--- src/rtl/core/pps_pkg.sv ---
// ----------------------------------------------------------------------------
// pps_pkg
// Shared types, sizes and the selection rule for the priority scheduler.
// ----------------------------------------------------------------------------
package pps_pkg;

  localparam int MAX_PROCS = 16;
  localparam int SLOT_W    = $clog2(MAX_PROCS);
  localparam int COUNT_W   = $clog2(MAX_PROCS + 1);
  localparam int TIME_W    = 24;

  localparam logic [TIME_W-1:0] TIME_MAX = {TIME_W{1'b1}};

  // request kinds
  localparam logic REQ_LOAD = 1'b0;
  localparam logic REQ_TICK = 1'b1;

  typedef struct packed {
    logic        req_type;
    logic [7:0]  proc_id;
    logic [15:0] arrival_time;
    logic [15:0] burst_time;
    logic [7:0]  priority_level;
  } req_t;

  typedef struct packed {
    logic              load_rejected;
    logic              busy_res;
    logic [7:0]        ran_id;
    logic [TIME_W-1:0] now;
    logic              finished;
    logic [TIME_W-1:0] turnaround;
    logic [TIME_W-1:0] waiting;
    logic              all_done;
  } rsp_t;

  // one table entry, 64 bits
  typedef struct packed {
    logic [7:0]  id;
    logic [15:0] arrival;
    logic [15:0] burst;
    logic [7:0]  prio;
    logic [15:0] remaining;
  } entry_t;

  // entry coming back from the table during a scan
  typedef struct packed {
    logic              valid;
    logic [SLOT_W-1:0] slot;
    entry_t            entry;
  } cand_t;

  // current winner of a scan
  typedef struct packed {
    logic              found;
    logic [SLOT_W-1:0] slot;
    entry_t            entry;
  } best_t;

  // a wins over b: higher priority, then earlier arrival, shorter burst, lower id
  function automatic logic beats(input entry_t a, input entry_t b);
    logic r;
    if (a.prio != b.prio) begin
      r = (a.prio > b.prio);
    end else if (a.arrival != b.arrival) begin
      r = (a.arrival < b.arrival);
    end else if (a.burst != b.burst) begin
      r = (a.burst < b.burst);
    end else begin
      r = (a.id < b.id);
    end
    return r;
  endfunction

endpackage

--- src/rtl/core/pps_table_ram.sv ---
// ----------------------------------------------------------------------------
// pps_table_ram
// Simple dual-port synchronous RAM, one write and one registered read port.
// ----------------------------------------------------------------------------
module pps_table_ram #(
  parameter int DEPTH = 16,
  parameter int WIDTH = 64
) (
  input  logic                     clk,
  input  logic                     we,
  input  logic [$clog2(DEPTH)-1:0] waddr,
  input  logic [WIDTH-1:0]         wdata,
  input  logic                     re,
  input  logic [$clog2(DEPTH)-1:0] raddr,
  output logic [WIDTH-1:0]         rdata
);

  logic [WIDTH-1:0] mem [DEPTH];

  always_ff @(posedge clk) begin
    if (we) begin
      mem[waddr] <= wdata;
    end
  end

  always_ff @(posedge clk) begin
    if (re) begin
      rdata <= mem[raddr];
    end
  end

endmodule

--- src/rtl/core/pps_pick.sv ---
// ----------------------------------------------------------------------------
// pps_pick
// Running winner of a table scan: one candidate compared per cycle.
// ----------------------------------------------------------------------------
module pps_pick (
  input  logic                            clk,
  input  logic                            rst,
  input  logic                            clear,
  input  pps_pkg::cand_t                  cand,
  input  logic [pps_pkg::MAX_PROCS-1:0]   finished_mask,
  input  logic [pps_pkg::TIME_W-1:0]      clock_time,
  output pps_pkg::best_t                  best
);

  import pps_pkg::*;

  logic eligible;

  // arrived and not finished
  assign eligible = cand.valid && !finished_mask[cand.slot]
                 && (TIME_W'(cand.entry.arrival) <= clock_time);

  always_ff @(posedge clk) begin
    if (rst || clear) begin
      best.found <= 1'b0;
    end else if (eligible && (!best.found || beats(cand.entry, best.entry))) begin
      best.found <= 1'b1;
      best.slot  <= cand.slot;
      best.entry <= cand.entry;
    end
  end

endmodule

--- src/rtl/core/preemptive_priority_scheduler_unit.sv ---
// ----------------------------------------------------------------------------
// preemptive_priority_scheduler_unit
// Priority scheduler with a RAM process table and a sequential pick scan.
// ----------------------------------------------------------------------------
// A load item stores a process (id, arrival, burst, priority) in the next free
// table slot, without a scan; a full table rejects it. A tick item scans the
// loaded slots one per cycle through the table RAM's read port, keeps the best
// arrived, unfinished process (highest priority, then earlier arrival, shorter
// burst, lower id, lower slot), runs it for one time unit and writes its
// remaining time back. One item is worked on at a time; the result waits in an
// output register, and the next item is taken as soon as the result has been
// handed over to that register. The time counter saturates at 2^24-1.
// Finishing processes report turnaround and waiting times; all_done flags that
// every loaded process has completed.
// ----------------------------------------------------------------------------
module preemptive_priority_scheduler_unit (
  input  logic          clk,
  input  logic          rst,
  input  logic          req_valid,
  output logic          req_ready,
  input  pps_pkg::req_t req,
  output logic          rsp_valid,
  input  logic          rsp_ready,
  output pps_pkg::rsp_t rsp
);

  import pps_pkg::*;

  typedef enum logic [1:0] {
    ST_IDLE,
    ST_SCAN,
    ST_UPDATE,
    ST_RESP
  } state_t;

  state_t state;

  // architectural state
  logic [MAX_PROCS-1:0] finished_mask;
  logic [COUNT_W-1:0]   entry_count;
  logic [TIME_W-1:0]    clock_time;

  // scan control
  logic [COUNT_W-1:0]   scan_idx;
  logic                 cand_valid;
  logic [SLOT_W-1:0]    cand_slot;
  cand_t                cand;
  best_t                best;
  logic                 pick_clear;

  // result under construction
  rsp_t                 res;
  logic [15:0]          res_burst;
  rsp_t                 res_start;
  rsp_t                 res_next;
  rsp_t                 rsp_next;
  logic                 rsp_fill;

  // table RAM ports
  logic                 ram_we;
  logic [SLOT_W-1:0]    ram_waddr;
  entry_t               ram_wdata;
  logic                 ram_re;
  logic [SLOT_W-1:0]    ram_raddr;
  entry_t               ram_rdata;

  // derived values
  logic                 accept;
  logic                 table_full;
  logic [15:0]          rem_next;
  logic                 run_done;
  logic [TIME_W-1:0]    clock_next;
  logic [TIME_W-1:0]    wait_val;
  logic [MAX_PROCS-1:0] done_vec;
  logic                 all_done;

  assign req_ready  = (state == ST_IDLE);
  assign accept     = req_valid && req_ready;
  assign table_full = (entry_count == COUNT_W'(MAX_PROCS));
  assign pick_clear = accept && (req.req_type == REQ_TICK);

  // issue reads while slots remain; scan order is slot order
  assign ram_re    = (state == ST_SCAN) && (scan_idx < entry_count);
  assign ram_raddr = scan_idx[SLOT_W-1:0];

  // the selected process runs one time unit
  assign rem_next   = (best.entry.remaining != 16'd0) ? best.entry.remaining - 16'd1
                                                      : 16'd0;
  assign run_done   = (rem_next == 16'd0);
  assign clock_next = (clock_time == TIME_MAX) ? clock_time : clock_time + TIME_W'(1);

  // waiting is floored at zero when a saturated clock squeezes the turnaround
  assign wait_val = (res.turnaround >= TIME_W'(res_burst))
                  ? res.turnaround - TIME_W'(res_burst) : '0;

  // a slot counts as done if finished or never loaded
  always_comb begin
    for (int k = 0; k < MAX_PROCS; k++) begin
      done_vec[k] = finished_mask[k] | ~(COUNT_W'(k) < entry_count);
    end
  end
  assign all_done = &done_vec;

  // result on acceptance, after the run step, and as handed to the output
  always_comb begin
    res_start               = '0;
    res_start.now           = clock_time;
    res_start.load_rejected = (req.req_type == REQ_LOAD) && table_full;

    res_next     = res;
    res_next.now = clock_next;
    if (best.found) begin
      res_next.busy_res = 1'b1;
      res_next.ran_id   = best.entry.id;
      if (run_done) begin
        res_next.finished   = 1'b1;
        res_next.turnaround = clock_next - TIME_W'(best.entry.arrival);
      end
    end

    rsp_next          = res;
    rsp_next.waiting  = res.finished ? wait_val : '0;
    rsp_next.all_done = all_done;
  end

  // load the output register once it is free
  assign rsp_fill = (state == ST_RESP) && (!rsp_valid || rsp_ready);

  // Table writes: a load fills the next free slot, an update writes back the
  // winner. Scan reads and write-back never overlap, so no forwarding is needed.
  always_comb begin
    ram_we    = 1'b0;
    ram_waddr = best.slot;
    ram_wdata = best.entry;
    ram_wdata.remaining = rem_next;
    if (accept && (req.req_type == REQ_LOAD) && !table_full) begin
      ram_we              = 1'b1;
      ram_waddr           = entry_count[SLOT_W-1:0];
      ram_wdata.id        = req.proc_id;
      ram_wdata.arrival   = req.arrival_time;
      ram_wdata.burst     = req.burst_time;
      ram_wdata.prio      = req.priority_level;
      ram_wdata.remaining = req.burst_time;
    end else if ((state == ST_UPDATE) && best.found) begin
      ram_we = 1'b1;
    end
  end

  pps_table_ram #(
    .DEPTH (MAX_PROCS),
    .WIDTH ($bits(entry_t))
  ) u_table (
    .clk   (clk),
    .we    (ram_we),
    .waddr (ram_waddr),
    .wdata (ram_wdata),
    .re    (ram_re),
    .raddr (ram_raddr),
    .rdata (ram_rdata)
  );

  assign cand = '{valid: cand_valid, slot: cand_slot, entry: ram_rdata};

  pps_pick u_pick (
    .clk           (clk),
    .rst           (rst),
    .clear         (pick_clear),
    .cand          (cand),
    .finished_mask (finished_mask),
    .clock_time    (clock_time),
    .best          (best)
  );

  always_ff @(posedge clk) begin
    if (rst) begin
      state         <= ST_IDLE;
      finished_mask <= '0;
      entry_count   <= '0;
      clock_time    <= '0;
      scan_idx      <= '0;
      cand_valid    <= 1'b0;
      rsp_valid     <= 1'b0;
    end else begin
      // raise valid on a new result, drop it once taken
      if (rsp_fill) begin
        rsp_valid <= 1'b1;
      end else if (rsp_ready) begin
        rsp_valid <= 1'b0;
      end

      // read data of this cycle belongs to the slot addressed last cycle
      cand_valid <= ram_re;
      cand_slot  <= ram_raddr;

      unique case (state)
        ST_IDLE: begin
          if (accept) begin
            res <= res_start;
            if (req.req_type == REQ_LOAD) begin
              if (!table_full) begin
                finished_mask[entry_count[SLOT_W-1:0]] <= (req.burst_time == 16'd0);
                entry_count <= entry_count + COUNT_W'(1);
              end
              state <= ST_RESP;
            end else begin
              scan_idx <= '0;
              state    <= ST_SCAN;
            end
          end
        end

        ST_SCAN: begin
          if (ram_re) begin
            scan_idx <= scan_idx + COUNT_W'(1);
          end else if (!cand_valid) begin
            state <= ST_UPDATE;
          end
        end

        ST_UPDATE: begin
          clock_time <= clock_next;
          res        <= res_next;
          res_burst  <= best.entry.burst;
          if (best.found && run_done) begin
            finished_mask[best.slot] <= 1'b1;
          end
          state <= ST_RESP;
        end

        ST_RESP: begin
          // hold until the output register is free
          if (rsp_fill) begin
            rsp   <= rsp_next;
            state <= ST_IDLE;
          end
        end

        default: begin
          state <= ST_IDLE;
        end
      endcase
    end
  end

endmodule

--- config.mk ---
export PLATFORM = sky130hd
export DESIGN_NAME = preemptive_priority_scheduler_unit
export DESIGN_NICKNAME = d
export VERILOG_FILES = /design/src/rtl/core/pps_pkg.sv /design/src/rtl/core/pps_table_ram.sv /design/src/rtl/core/pps_pick.sv /design/src/rtl/core/preemptive_priority_scheduler_unit.sv
export SDC_FILE = /design/constraint.sdc
export NUM_CORES = 2
export LEC_CHECK = 0
export ABC_AREA = 1
export ABC_CLOCK_PERIOD_IN_PS = 12000
export BUFFER_PORTS_ARGS = -buffer_cell sky130_fd_sc_hd__buf_2
export CORE_AREA = 2 2 326 328
export CTS_BUF_LIST = sky130_fd_sc_hd__clkbuf_8
export DETAILED_ROUTE_END_ITERATION = 12
export DIE_AREA = 0 0 328 330
export PLACE_DENSITY_LB_ADDON = 0.12
export SLEW_MARGIN = 20
export SYNTH_ARGS = -nofsm -noshare
export SYNTH_HDL_FRONTEND = slang
export SYNTH_SLANG_ARGS = --single-unit
--- constraint.sdc ---
create_clock -name clk -period 12 [get_ports clk]
set_input_delay 0.6 -clock clk [delete_from_list [all_inputs] [get_ports clk]]
set_output_delay 0.6 -clock clk [all_outputs]
set_load 0.01 [all_outputs]
==> Yosys cells after proc, flatten, opt, wreduce, memory -nomap -nowiden <==
Memories as Yosys holds them, arrays and structs flattened. A register that Yosys moved wholly into a read port is not among the register bits.
Index checks and enable logic that the tools add are counted.
{ "op_classes": {"addsub": 6, "order_cmp": 28, "eq_ne": 19, "muxes": 41, "n_bitwise": 38, "reduce_logical": 41} }
{ "op_table": {"columns": ["operator", "count"], "rows": [
  ["84-bit case mux with 2 select lines", 1],
  ["84-bit 2-to-1 mux", 1],
  ["16-bit 2-to-1 mux", 5],
  ["64-bit 2-to-1 mux", 1],
  ["25-bit 2-to-1 mux", 2],
  ["24-bit by 16-bit subtractor with 24-bit output", 2],
  ["4-bit by 5-bit < comparator with 1-bit output (first input constant)", 8],
  ["16-bit logical NOT", 2],
  ["16-bit < comparator", 2],
  ["16-bit inequality test", 2],
  ["16-bit case mux with 2 select lines", 1],
  ["24-bit by 1-bit adder with 24-bit output (second input constant)", 1],
  ["24-bit == test (second input constant)", 1],
  ["24-bit by 16-bit >= comparator with 1-bit output", 1],
  ["16-bit by 24-bit less-or-equal comparator with 1-bit output", 1],
  ["24-bit 2-to-1 mux", 1],
  ["1-bit inverter", 21],
  ["3-bit by 5-bit < comparator with 1-bit output (first input constant)", 4],
  ["4-bit AND reduction", 5],
  ["16-bit bitwise mux", 1],
  ["1-bit OR", 16],
  ["16-bit OR", 1],
  ["16-bit AND reduction", 1],
  ["16-bit nonzero test", 1],
  ["other kinds (32)", 91]
]} }
{ "totals": {"register_bits": 286, "ram_bits": 1024, "out_inout_bits": 86, "wordCells": 204, "memories": 1} }
{ "mem_list": {"columns": ["name", "words", "word_bits", "rd", "rd_ports_with_merged_regs", "wr", "line_no", "text"], "rows": [
  ["u_table.mem", 16, 64, 1, 1, 1, "pps_table_ram.sv:18", "logic [WIDTH-1:0] mem [DEPTH];"]
]} }

==> Logic depth before layout (Yosys ltp) <==
{ "logic_depth": {"ltp_word": 9, "depth_mapped": 24, "ltp_nobuf": 24} }

==> Hierarchy <==
A second synthesis with hierarchy kept.
{ "hier_totals": {"cells_unflattened": 6163, "hier_area_um2": 62396.1} }
{ "modules_own_cells": {"columns": ["module", "instances", "cells_per_inst", "area_each_um2"], "rows": [
  ["pps_table_ram", 1, 4210, 45926.5],
  ["preemptive_priority_scheduler_unit", 1, 1568, 12487.0],
  ["pps_pick", 1, 385, 3982.6]
]} }

==> Least setup slack after synthesis <==
OpenSTA, ideal clock, no wires.
{ "synth_timing": {"path_type": "input port to flip-flop", "from": "input port rst", "to": "register rsp[0] (netlist name) (enable)", "setup_time_ns": 0.629, "arrival_time_ns": 6.749, "setup_slack_ns": 4.622, "cell_stages": 3, "cell_sequence": "clkbuf_1 -> clkbuf_1 -> nor3_1"} }
{ "synth_via": {"elab_chain_cells": 2} }
{ "synth_rtl": {"columns": ["element", "line_no", "text"], "rows": [
  ["start, declared", "preemptive_priority_scheduler_unit.sv:18", "input logic rst,"],
  ["1-bit inverter (no line)", null, null],
  ["3-bit AND reduction (no line)", null, null],
  ["end signal, assigned", "preemptive_priority_scheduler_unit.sv:233", "rsp <= rsp_next;"],
  ["end, declared", "preemptive_priority_scheduler_unit.sv:24", "output pps_pkg::rsp_t rsp"]
]} }
Every way passes these cells.
A chain may end at the register's enable or synchronous reset.

==> Worst setup path in the final report <==
{ "layout_timing": {"from": "register entry_count[1]", "to": "memory u_table.mem[13][36] (enable)"} }
{ "layout_via": {"elab_chain_cells": 6, "elab_cells_between_ends": 7} }
{ "layout_rtl": {"columns": ["element", "line_no", "text"], "rows": [
  ["start, declared", "preemptive_priority_scheduler_unit.sv:40", "logic [COUNT_W-1:0] entry_count;"],
  ["start signal, assigned", "preemptive_priority_scheduler_unit.sv:202", "entry_count <= entry_count + COUNT_W'(1);"],
  ["5-bit == test", "preemptive_priority_scheduler_unit.sv:79", "assign table_full = (entry_count == COUNT_W'(MAX_PROCS));"],
  ["1-bit logical NOT", null, null],
  ["1-bit logical AND", "preemptive_priority_scheduler_unit.sv:136", "if (accept && (req.req_type == REQ_LOAD) && !table_full) begin"],
  ["1-bit 2-to-1 mux", "preemptive_priority_scheduler_unit.sv:136", null],
  ["1-bit 2-to-1 mux", "pps_table_ram.sv:21", "if (we) begin"],
  ["1-bit 2-to-1 mux (not written as such)", "pps_table_ram.sv:22", "mem[waddr] <= wdata;"],
  ["end, declared", "pps_table_ram.sv:18", null]
]} }
Several ways; a longest one is shown, not always the timed one.

==> results.tsv <==
metric	value	unit
powerDensity	168	nW/um^2
ys_ff_latch	1374	
post-route-min-period	5.67	ns
yosys.area.top_type	edfxtp_1	
drt-pass1-iter-count	5	
finClkSkew	0.0443	ns
insertion_delay	0.89	ns
min_path_type	primary input to flip-flop	
crit_type	flip-flop to flip-flop	
holdWs	0.143	ns
grt_pass1_wl	222000	um
critPathLaunchType	flip-flop	
row_count	119	
relSlewSlack	0.185	
seq_area_frac_synth	0.710	
setup_tns	0	ns
die-area	108000	sq um
reg2reg_depth	11	
fin_nets	5119	
gp_congestion	0.957	
grt_pass1_vias	36387	
finalSetupViolCount	0	
crit_required	12.50	ns
h-tree-depth	4	
dr_wl_met3	13300	um
reg2reg_slack	6.33	ns
yosys_warnings	0	
grtUsageTotal	0.273	
irDropWorstVdd	0.000135	V
ys.flop_type	edfxtp_1	
synth_edf_count	1319	
post-place-ws	6.50	ns
syn-num-nets	4923	
drt_iter0_drc	4062	
power_leakage	0.0225	uW
wl_per_cell	22.8	um
avgSynthCellArea	12.1	sq um
syn_area	57300	sq um
dieWidth	328	um
ant_nets	0	
ys_types	51	
hpwl	88800	um
r2r-start	entry_count[1]$_SDFFE_PP0P_	
grt_max_degree	234	
root_buffer	clkbuf_8	
dieHeight	330	um
finalWorstSetupSlack	6.33	ns
worstMarginPinSlew	1.22	ns
synthTopCellsByCount	edfxtp_1, nor2_1, o21ai_0, nand2_1, inv_1	
final_util	0.608	
vias	38285	
wl_met2	67500	um
numCtsBuffers	213	
wl	148000	um
rsz0062_at_grt	false	
status	completed	
fmax	176	MHz
synth_compound_gate_area_share	0.112	
synth-xor-area-share	0.00367	
yosys-top-cells-area	edfxtp_1, o21ai_0, nor2_1	
async_reset_ff_frac	0	
overflow	0	
cts.sinks	1374	
timing.final.crit_share	0.473	
r2r_end	u_table.mem[13][36]$_DFFE_PP_	
syn2layout_area_growth	11.0	%
fin_cells	6513	
vias_per_cell	5.88	
synthSimpleGateAreaFrac	0.115	
synthAdderAreaFrac	0.0247	
final-max-slew-violation-count	0	
antenna_found_initial	4	
hold_viol_final	0	
cap_violations	0	
maxUsedRoutingLayer	met4	
synth_top_family_by_area	simple AND/OR/NAND/NOR gates	
clkSlewWorstSetupHoldPaths	0.06	ns
port_buffers	138	
hp-start	req_valid	
muxShareOfSynthArea	0	
hold_end	res[83]$_DFFE_PP_	
drive_above_1_share	0.110	
initial_utilization	0.548	
drc	0	
syn_inst	4758	
setup.worst_path.end_class	flip-flop	
wl_met1	63400	um
hold-path-cell-count	3	
critPathMaxFanout	52	
synth_most_common_cell	edfxtp_1	
arrival	6.17	ns
clockBufferDepth	3	
cts_tree	yes	
coreArea	105000	sq um
yosys.area.top_type_share	0.691	
io_pins	139	
placedCellCount	6127	
## per-stage QoR
step	instance area (sq um)	total power [uW]
2_1_floorplan	57300	6670
3_3_place_gp	59700	7160
3_5_place_dp	59700	7180
4_1_cts	63600	10700
5_1_grt	63600	11100
6_report	63600	10700
## power breakdown
part | leakage (uW) | internal, uW | switching (uW)
clock | 0.00224 | 1770 | 1810
combinational | 0.00786 | 347 | 957
sequential | 0.0124 | 5650 | 139
## area by class of cell
class                   count  area, sq um
well taps                1391         1740
inverters                 265         1010
repair buffers            230         1440
multi-input cells        2870        14900
flip-flops and latches   1374        40700
clock inverters           166          877
fillers                  8346        41000
diodes                      1         2.50
clock buffers             216         2970
## worst max-delay path, cell delays in order (launching register included)
cell     delay (ns)
dfxtp_1        0.41
inv_1          0.24
ha_1           0.29
nand2_1        0.10
nor2_1         0.11
inv_1          0.08
nand2_1        0.82
inv_4          0.49
o21ai_0        0.56
nand3_1        0.49
nor2_4         0.89
buf_4          0.72
## cells by family after synthesis
| kind of cell | count (synthesis) |
|---|---|
| flip-flops | 1374 |
| buffers and inverters | 514 |
| AO/OA/AOI/OAI | 1121 |
| adder cells (fa/ha/maj) | 112 |
| AND/OR/NAND/NOR | 1613 |
| XOR/XNOR | 24 |
## per-layer routing
layer  vias to the layer above  GRT usage
li1                      17731          -
met1                     18692      0.392
met2                      1615      0.421
met3                       247     0.0562
met4                         0     0.0920
met5                         -          0
## worst max-delay path by stage
stage	endpoint	start
2_1_floorplan	rsp[0]$_DFFE_PP_	rst
3_3_place_gp	u_table.mem[4][58]$_DFFE_PP_	entry_count[1]$_SDFFE_PP0P_
3_5_place_dp	u_table.mem[4][58]$_DFFE_PP_	entry_count[1]$_SDFFE_PP0P_
4_1_cts	u_table.mem[4][7]$_DFFE_PP_	entry_count[1]$_SDFFE_PP0P_
5_1_grt	u_table.mem[13][36]$_DFFE_PP_	entry_count[1]$_SDFFE_PP0P_
6_report	u_table.mem[13][36]$_DFFE_PP_	entry_count[1]$_SDFFE_PP0P_
## placed cells by master (no fill, tap or decap), types with 28 or more instances in the layout
cell type | netlist | final
a21oi_1 | 133 | 132
buf_2 | 10 | 138
buf_4 | 2 | 86
clkbuf_8 | 0 | 216
clkinv_1 | 0 | 52
clkinv_2 | 0 | 28
dfxtp_1 | 55 | 52
edfxtp_1 | 1319 | 1319
ha_1 | 110 | 109
inv_1 | 259 | 325
nand2_1 | 575 | 575
nand3_1 | 227 | 227
nand4_1 | 35 | 35
nor2_1 | 712 | 693
o211ai_1 | 29 | 29
o21ai_0 | 641 | 624
o221ai_1 | 113 | 113
o22ai_1 | 146 | 146
## state kept, by name (all words and copies together), names as in the netlist, 4 cells and up
signal,count
u_table.mem,1024
rsp,84
u_pick.best,69
u_table.rdata,64
res,59
clock_time,24
finished_mask,16
res_burst,16
entry_count,5
scan_idx,5
cand_slot,4
## what timing repair did
action	in CTS	in global routing
setup endpoints to repair	0	0
hold buffers	2	0
gates resized for setup	0	0
buffers inserted	0	0
endpoints found under the hold margin	2	0
Note: power is estimated with default switching activity, not from simulation.
